==> src/rtl/tpr_pkg.sv <==
package tpr_pkg;

  // fixed field widths
  localparam int unsigned STAMP_W   = 32;
  localparam int unsigned HZ_W      = 32;
  localparam int unsigned PPR_W     = 8;
  localparam int unsigned RPM_W     = 16;
  localparam int unsigned CFG_W     = 32;
  localparam int unsigned CFG_IDX_W = 1;

  // default timer width
  localparam int unsigned STAMP_BITS_DEF = 32;

  // timer_hz * 60 needs six more bits
  localparam int unsigned NUM_W = HZ_W + 6;
  localparam logic [5:0]  SEC_PER_MIN = 6'd60;

  // register reset values
  localparam logic [HZ_W-1:0]  HZ_RESET  = 32'd1000000;
  localparam logic [PPR_W-1:0] PPR_RESET = 8'd2;

  // configuration register indexes
  typedef enum logic [CFG_IDX_W-1:0] {
    CFG_TIMER_HZ = 1'b0,
    CFG_PULSES   = 1'b1
  } cfg_idx_e;

endpackage

==> src/rtl/tpr_front.sv <==
module tpr_front #(
  parameter int unsigned STAMP_BITS = tpr_pkg::STAMP_BITS_DEF,
  parameter int unsigned DEN_W      = tpr_pkg::STAMP_BITS_DEF + tpr_pkg::PPR_W
) (
  input  logic                          clk_i,
  input  logic                          rst_ni,
  input  logic                          valid_i,
  output logic                          ready_o,
  input  logic [tpr_pkg::STAMP_W-1:0]   prev_stamp_i,
  input  logic [tpr_pkg::STAMP_W-1:0]   curr_stamp_i,
  input  logic [tpr_pkg::HZ_W-1:0]      timer_hz_i,
  input  logic [tpr_pkg::PPR_W-1:0]     pulses_i,
  output logic                          valid_o,
  input  logic                          ready_i,
  output logic [tpr_pkg::NUM_W-1:0]     num_o,
  output logic [DEN_W-1:0]              den_o,
  output logic [tpr_pkg::RPM_W-1:0]     quot_o,
  output logic                          done_o
);
  import tpr_pkg::*;

  localparam int unsigned CMP_W = DEN_W + RPM_W;

  logic                  v1_q, v2_q, v3_q;
  logic                  rdy1, rdy2, rdy3;
  logic [STAMP_BITS-1:0] ticks_d, ticks_q;
  logic [NUM_W-1:0]      num2_d, num2_q, num3_q;
  logic [DEN_W-1:0]      den2_d, den2_q, den3_q;
  logic                  zero2_d, zero2_q;
  logic                  sat3_d, done3_d, done3_q;
  logic [RPM_W-1:0]      quot3_d, quot3_q;

  // per stage ready, a stage moves on when empty or when the next one moves
  assign rdy3    = !v3_q || ready_i;
  assign rdy2    = !v2_q || rdy3;
  assign rdy1    = !v1_q || rdy2;
  assign ready_o = rdy1;

  // elapsed ticks modulo the timer width
  assign ticks_d = curr_stamp_i[STAMP_BITS-1:0] - prev_stamp_i[STAMP_BITS-1:0];

  // numerator, combined divisor and degenerate cases
  assign num2_d  = NUM_W'(timer_hz_i) * NUM_W'(SEC_PER_MIN);
  assign den2_d  = DEN_W'(ticks_q) * DEN_W'(pulses_i);
  assign zero2_d = (ticks_q == '0) || (timer_hz_i == '0) || (pulses_i == '0);

  // saturation when the quotient would need more than sixteen bits
  assign sat3_d  = CMP_W'(num2_q) >= {den2_q, {RPM_W{1'b0}}};
  assign done3_d = zero2_q || sat3_d;
  assign quot3_d = (sat3_d && !zero2_q) ? {RPM_W{1'b1}} : {RPM_W{1'b0}};

  // valid bits
  always_ff @(posedge clk_i or negedge rst_ni) begin
    if (!rst_ni) begin
      v1_q <= 1'b0;
      v2_q <= 1'b0;
      v3_q <= 1'b0;
    end else begin
      if (rdy1) v1_q <= valid_i;
      if (rdy2) v2_q <= v1_q;
      if (rdy3) v3_q <= v2_q;
    end
  end

  // payload registers
  always_ff @(posedge clk_i) begin
    if (rdy1 && valid_i) begin
      ticks_q <= ticks_d;
    end
    if (rdy2 && v1_q) begin
      num2_q  <= num2_d;
      den2_q  <= den2_d;
      zero2_q <= zero2_d;
    end
    if (rdy3 && v2_q) begin
      num3_q  <= num2_q;
      den3_q  <= den2_q;
      quot3_q <= quot3_d;
      done3_q <= done3_d;
    end
  end

  assign valid_o = v3_q;
  assign num_o   = num3_q;
  assign den_o   = den3_q;
  assign quot_o  = quot3_q;
  assign done_o  = done3_q;

endmodule

==> src/rtl/tpr_div_step.sv <==
module tpr_div_step #(
  parameter int unsigned DEN_W = tpr_pkg::STAMP_BITS_DEF + tpr_pkg::PPR_W,
  parameter int unsigned SHIFT = 0
) (
  input  logic                       clk_i,
  input  logic                       rst_ni,
  input  logic                       valid_i,
  output logic                       ready_o,
  input  logic [tpr_pkg::NUM_W-1:0]  rem_i,
  input  logic [DEN_W-1:0]           den_i,
  input  logic [tpr_pkg::RPM_W-1:0]  quot_i,
  input  logic                       done_i,
  output logic                       valid_o,
  input  logic                       ready_i,
  output logic [tpr_pkg::NUM_W-1:0]  rem_o,
  output logic [DEN_W-1:0]           den_o,
  output logic [tpr_pkg::RPM_W-1:0]  quot_o,
  output logic                       done_o
);
  import tpr_pkg::*;

  localparam int unsigned CMP_W = DEN_W + RPM_W;

  logic             valid_q;
  logic [CMP_W-1:0] trial;
  logic [CMP_W-1:0] diff;
  logic             take;
  logic [NUM_W-1:0] rem_d, rem_q;
  logic [DEN_W-1:0] den_q;
  logic [RPM_W-1:0] quot_d, quot_q;
  logic             done_q;

  assign ready_o = !valid_q || ready_i;

  // one restoring step: subtract the shifted divisor when it fits
  assign trial = CMP_W'(den_i) << SHIFT;
  assign diff  = CMP_W'(rem_i) - trial;
  assign take  = !done_i && (CMP_W'(rem_i) >= trial);
  assign rem_d = take ? diff[NUM_W-1:0] : rem_i;

  always_comb begin
    quot_d        = quot_i;
    quot_d[SHIFT] = quot_i[SHIFT] | take;
  end

  always_ff @(posedge clk_i or negedge rst_ni) begin
    if (!rst_ni) begin
      valid_q <= 1'b0;
    end else if (ready_o) begin
      valid_q <= valid_i;
    end
  end

  always_ff @(posedge clk_i) begin
    if (ready_o && valid_i) begin
      rem_q  <= rem_d;
      den_q  <= den_i;
      quot_q <= quot_d;
      done_q <= done_i;
    end
  end

  assign valid_o = valid_q;
  assign rem_o   = rem_q;
  assign den_o   = den_q;
  assign quot_o  = quot_q;
  assign done_o  = done_q;

endmodule

==> src/rtl/tachometer_period_to_rpm.sv <==
// Fan speed from two tachometer edge captures.
// Input channel: in_valid_i / in_stall_o carry prev_stamp_i and curr_stamp_i,
// the free-running timer values at two successive tachometer edges; the
// elapsed tick count is their difference modulo 2^STAMP_BITS.
// Output channel: out_valid_o / out_stall_i carry speed_rpm_o, which is
// floor(timer_hz * 60 / (ticks * pulses_per_rev)), saturated at 65535, and 0
// when ticks, timer_hz or pulses_per_rev is zero. One word out per word in.
// Configuration: cfg_we_i writes cfg_wdata_i to register cfg_index_i
// (0 timer_hz, 1 pulses_per_rev); write only while the pipeline is empty.
// Pipeline: three front stages (tick difference, products, saturation check)
// and sixteen restoring divider stages, one quotient bit each.
// Throughput: one word per cycle while the output is taken.
// Reset empties the pipeline and loads timer_hz = 1000000, pulses_per_rev = 2.
// A stall on the output holds the last stage; earlier stages keep filling
// their empty slots, and in_stall_o rises only when every stage is occupied.
module tachometer_period_to_rpm #(
  parameter int unsigned STAMP_BITS = tpr_pkg::STAMP_BITS_DEF
) (
  input  logic                           clk_i,
  input  logic                           rst_ni,
  input  logic                           in_valid_i,
  output logic                           in_stall_o,
  input  logic [tpr_pkg::STAMP_W-1:0]    prev_stamp_i,
  input  logic [tpr_pkg::STAMP_W-1:0]    curr_stamp_i,
  output logic                           out_valid_o,
  input  logic                           out_stall_i,
  output logic [tpr_pkg::RPM_W-1:0]      speed_rpm_o,
  input  logic                           cfg_we_i,
  input  logic [tpr_pkg::CFG_IDX_W-1:0]  cfg_index_i,
  input  logic [tpr_pkg::CFG_W-1:0]      cfg_wdata_i
);
  import tpr_pkg::*;

  localparam int unsigned DEN_W = STAMP_BITS + PPR_W;

  logic [HZ_W-1:0]  timer_hz_q;
  logic [PPR_W-1:0] pulses_q;
  logic             front_ready;

  logic             vld_w  [RPM_W+1];
  logic             rdy_w  [RPM_W+1];
  logic [NUM_W-1:0] rem_w  [RPM_W+1];
  logic [DEN_W-1:0] den_w  [RPM_W+1];
  logic [RPM_W-1:0] quot_w [RPM_W+1];
  logic             done_w [RPM_W+1];

  // configuration registers
  always_ff @(posedge clk_i or negedge rst_ni) begin
    if (!rst_ni) begin
      timer_hz_q <= HZ_RESET;
      pulses_q   <= PPR_RESET;
    end else if (cfg_we_i) begin
      case (cfg_idx_e'(cfg_index_i))
        CFG_TIMER_HZ: timer_hz_q <= cfg_wdata_i[HZ_W-1:0];
        CFG_PULSES:   pulses_q   <= cfg_wdata_i[PPR_W-1:0];
        default: ;
      endcase
    end
  end

  // tick difference, products and saturation check
  tpr_front #(
    .STAMP_BITS (STAMP_BITS),
    .DEN_W      (DEN_W)
  ) u_front (
    .clk_i        (clk_i),
    .rst_ni       (rst_ni),
    .valid_i      (in_valid_i),
    .ready_o      (front_ready),
    .prev_stamp_i (prev_stamp_i),
    .curr_stamp_i (curr_stamp_i),
    .timer_hz_i   (timer_hz_q),
    .pulses_i     (pulses_q),
    .valid_o      (vld_w[0]),
    .ready_i      (rdy_w[0]),
    .num_o        (rem_w[0]),
    .den_o        (den_w[0]),
    .quot_o       (quot_w[0]),
    .done_o       (done_w[0])
  );

  // divider stages, most significant quotient bit first
  for (genvar k = 0; k < RPM_W; k++) begin : g_div
    tpr_div_step #(
      .DEN_W (DEN_W),
      .SHIFT (RPM_W - 1 - k)
    ) u_step (
      .clk_i   (clk_i),
      .rst_ni  (rst_ni),
      .valid_i (vld_w[k]),
      .ready_o (rdy_w[k]),
      .rem_i   (rem_w[k]),
      .den_i   (den_w[k]),
      .quot_i  (quot_w[k]),
      .done_i  (done_w[k]),
      .valid_o (vld_w[k+1]),
      .ready_i (rdy_w[k+1]),
      .rem_o   (rem_w[k+1]),
      .den_o   (den_w[k+1]),
      .quot_o  (quot_w[k+1]),
      .done_o  (done_w[k+1])
    );
  end

  assign rdy_w[RPM_W] = !out_stall_i;
  assign in_stall_o   = !front_ready;
  assign out_valid_o  = vld_w[RPM_W];
  assign speed_rpm_o  = quot_w[RPM_W];

  // the input can only be held off when the pipeline is full up to the output
  a_stall_needs_full: assert property (@(posedge clk_i) disable iff (!rst_ni)
    in_stall_o |-> out_valid_o)
    else $error("input stalled while the output stage is empty");

  // a finished division leaves a remainder below the divisor
  a_rem_below_den: assert property (@(posedge clk_i) disable iff (!rst_ni)
    (out_valid_o && !done_w[RPM_W]) |-> (rem_w[RPM_W] < NUM_W'(den_w[RPM_W])
      || den_w[RPM_W] > DEN_W'({NUM_W{1'b1}})))
    else $error("divider remainder not below divisor");

  // a degenerate or saturated word never touches the quotient in the divider
  a_done_quot_kept: assert property (@(posedge clk_i) disable iff (!rst_ni)
    (out_valid_o && done_w[RPM_W]) |->
      (speed_rpm_o == '0 || speed_rpm_o == {RPM_W{1'b1}}))
    else $error("bypassed word carries a partial quotient");

endmodule

==> config.mk <==
export PLATFORM = sky130hd
export DESIGN_NAME = tachometer_period_to_rpm
export DESIGN_NICKNAME = d
export VERILOG_FILES = /design/src/rtl/tpr_pkg.sv /design/src/rtl/tpr_front.sv /design/src/rtl/tpr_div_step.sv /design/src/rtl/tachometer_period_to_rpm.sv
export SDC_FILE = /design/constraint.sdc
export NUM_CORES = 2
export LEC_CHECK = 0
export BUFFER_PORTS_ARGS = -buffer_cell sky130_fd_sc_hd__buf_4
export CELL_PAD_IN_SITES_DETAIL_PLACEMENT = 0
export CELL_PAD_IN_SITES_GLOBAL_PLACEMENT = 1
export CORE_ASPECT_RATIO = 0.6
export CORE_UTILIZATION = 48
export DETAILED_ROUTE_END_ITERATION = 8
export GPL_TIMING_DRIVEN = 0
export HOLD_SLACK_MARGIN = 0.06
export PLACE_DENSITY = 0.75
export SYNTH_ARGS = -nofsm -noshare
export SYNTH_HDL_FRONTEND = slang
export SYNTH_SLANG_ARGS = --single-unit
==> constraint.sdc <==
create_clock -name clk_i -period 5.5 [get_ports clk_i]
set_clock_uncertainty 0.2 [all_clocks]
set_input_delay 1.375 -clock clk_i [delete_from_list [all_inputs] [get_ports clk_i]]
set_output_delay 1.375 -clock clk_i [all_outputs]
set_load 0.02 [all_outputs]
==> run metrics <==
fin crit period just under 6 ns; Final setup viols 20; sequential power share 31.7%; Pre-Repair DR Iteration Count 6; worst reg2reg path depth 20; outcome complete, but fails checks; Nets a little over 9,000; Net Sw Frac approximately two fifths; top_reg_cell synth edfxtp_1; first-pass GRT wire length 391 mm; failing checks antenna violations, max-capacitance violations, max-slew violations, negative setup slack; crit end category flip-flop; Std-Cell Rows 123; Hold Fails Final Rpt 0; CTS Hold Bufs 0; die height 339 µm; initial DRC count 8,053; TritonCTS buffer count approximately 160; Die Area 0.191 mm²; Remaining Overflow, GRT 0; Critical Setup Path Class flip-flop to flip-flop; non-filler cells, final 10,800; r2r endpoint u_front.den2_q[38]; layout cell share with drive strength beyond 1 a little over a tenth; post-route setup TNS -4.63 ns; CP required 5.82 ns; hold worst-path end g_div[5].u_step.quot_o[15]; wire per inst 24.7 µm; Worst-Skew Late Latency ~0.84 ns; CP startpoint kind flip-flop; Post-Syn Area around 0.091 mm²; commonest non-fill, non-tap cells in the layout edfxtp_1 (1,494), inv_1 (914), ha_1 (638); max-slew violation count 5; CTS Buffer Depth 4; io pins 120; DRT Wirelength 268 mm; Mapped Cells 7,820; Via Count between 60,000 and 70,000; Synthesis Warnings 0; pin count of the biggest net entering global routing 72; hpwl dp 215 mm; H-tree depth 4; pre-CTS WS -2.05 ns; Hold Startpoint g_div[4].u_step.quot_o[15]; PwrDens approximately 560 mW/mm²; Synth Net Count 8,834; Post-synth EDFFs 1,494; area delta synth->final 12.8%; DP Cell Count 10,500; #FFs+latches synth 1,553; vias per std cell 5.84; most common cell after layout, fill and taps aside edfxtp_1; Comb power frac 48.5%; fin util 54.5%; initial antenna violation count 6; Post-synth ARST share ~3.8%; Clock Sinks around 1,600; library cells used by synthesis 101; fin crit share 109%; LEAKAGE 42.8 nW; max cap viols 1; worst r2r src pulses_q[7]; relative slew slack -18.4%; clock network power share 19.9%; CTS tree built; WP data arrival roughly 6.3 ns; Int Pwr 34.9 mW; RSZ-0062 raised after global routing yes; post-route ant nets 1; Tot GR Track Use 27.9%; core area 0.188 mm²; CP Max Fanout 11; reg2reg setup slack -0.47 ns; Net Sw Power 22.8 mW; Clk pin slew, worst setup/hold paths 0.06 ns; Seq/Total Area, Yosys 51.1%; WHS Path Cells 0; Mapped Avg Cell Area 11.6 µm²; Initial Util 48.3%; setup slack after layout -0.470 ns; drt drc 0; number of global-route vias before repair roughly 60,000; Max Clk Rate 0.168 GHz; Final GP Congestion between 0.9 and 1; die width 563 µm; HP Class flip-flop to flip-flop; worst slew pin tran 1.78 ns; Peak VDD IR 856 µV; CTS root buf clkbuf_16; PortBufs 119
==> repair_timing <==
item	in CTS	in global routing
gates resized for setup	125	101
cloned	0	0
setup endpoints to repair	33	56
pin swaps	44	73
buffers inserted	18	36
==> sequential cells by signal, indices dropped and copies added (netlist names), 8 cells and up <==
name / cells
g_div.u_step.quot_o: 151
pulses_q: 8
timer_hz_q: 32
g_div.u_step.done_o: 15
u_front.den_o: 40
u_front.den2_q: 40
g_div.u_step.den_o: 600
g_div.u_step.valid_o: 16
u_front.num_o: 36
u_front.ticks_q: 32
u_front.num2_q: 36
g_div.u_step.rem_o: 541
==> cells by family (layout without fill, tap and decap cells) <==
family | after synthesis | count (layout) | share of synthesized area (%)
and+or+nand+nor | 1868 | 1868 | 10.3
AOI/OAI and AO/OA | 1803 | 1803 | 12.6
DFF | 1553 | 1553 | 51.1
buffers and inverters | 1057 | 1539 | 4.53
adders and majority gates | 912 | 912 | 14.7
xor gates and xnor gates | 445 | 445 | 4.30
muxes | 182 | 182 | 2.43
other | 0 | 11 | 0
==> power groups by stage <==
stage	sequential (mW)	clock, mW	combinational [mW]
after floorplan	17.5	0	17.4
after CTS	18.2	11.6	25.4
after global routing	18.4	12.0	30.8
final	18.3	11.5	28.0
after global placement	18.6	0	22.9
after detailed placement	18.4	0	23.4
==> synth_stat cells (all sizes together) (11+ instances only) <==
master	n	share of area [%]
o41ai	12	0.17
xnor2	261	2.5
nor2	324	1.3
nor4	77	0.53
buf	52	0.37
nor3b	11	0.091
inv	917	3.8
nand2	573	2.4
a21oi	477	2.7
a211oi	52	0.44
and2	234	1.6
xor2	184	1.8
mux2i	20	0.22
ha	655	9.0
dfrtp	51	1.4
nor2b	78	0.54
o211ai	32	0.28
nor3	79	0.44
o31ai	42	0.38
mux2	162	2.2
or4	20	0.17
a21boi	26	0.22
nand4	77	0.53
or2	36	0.25
o2111ai	12	0.12
a41oi	11	0.11
a211o	17	0.16
and4	12	0.12
o21ai	531	2.9
fa	257	5.7
o21bai	66	0.55
nand3	118	0.65
a31oi	50	0.36
clkbuf	88	0.36
edfxtp	1494	49
o21a	87	0.72
a21o	254	2.1
and3	60	0.41
o31a	19	0.18
nand2b	97	0.67
or3	37	0.26
==> layer usage <==
metal  up-vias  wire length, µm  global-route usage, %
li1      28900                -                      -
met4         2             3220                   3.81
met3       215            42800                   14.1
met5         -              230                  0.850
met2      2832            80100                   27.8
met1     31200           141000                   49.1
==> through the flow <==
step           hold slack [ns]  power (mW)  area, µm²
2_1_floorplan            0.200        34.9      90700
3_3_place_gp             0.203        41.5      94800
3_5_place_dp             0.205        41.8      95500
4_1_cts                  0.217        55.2     102000
5_1_grt                  0.221        61.3     102000
6_report                 0.218        57.7     102000
==> how the worst max path moves through the flow <==
stage | start | slack [ns] | end
2_1_floorplan | out_stall_i | -0.79 | g_div[2].u_step.den_o[0]
3_3_place_gp | out_stall_i | -2.81 | g_div[2].u_step.rem_o[26]
3_5_place_dp | pulses_q[3] | -2.05 | u_front.den2_q[39]
4_1_cts | pulses_q[5] | -0.41 | u_front.den2_q[39]
5_1_grt | pulses_q[6] | -0.60 | u_front.den2_q[39]
6_report | pulses_q[7] | -0.47 | u_front.den2_q[38]
==> critical path: stages, from the launching register on <==
cell	delay, ns
dfrtp_2	0.50
buf_12	0.17
clkbuf_8	0.18
and2_1	0.18
fa_1	0.55
fa_1	0.44
fa_1	0.56
inv_1	0.08
fa_1	0.55
inv_1	0.07
ha_4	0.27
a211oi_2	0.22
o21ai_1	0.12
and3_4	0.20
o311ai_4	0.30
a21oi_2	0.09
a211o_1	0.31
a21o_1	0.21
a41o_1	0.23
a21oi_2	0.13
xnor2_1	0.10
==> layout make-up <==
class	count	area (µm²)
buffer	138	855
antenna	11	27.5
timing repair buffer	205	2070
multi-input combinational	5210	41000
sequential	1553	46400
fill	15800	85300
clock inverter	95	1140
clock buffer	184	4240
inverter	917	3440
tap	2500	3130
No activity file was read; power rests on OpenSTA's default activity.
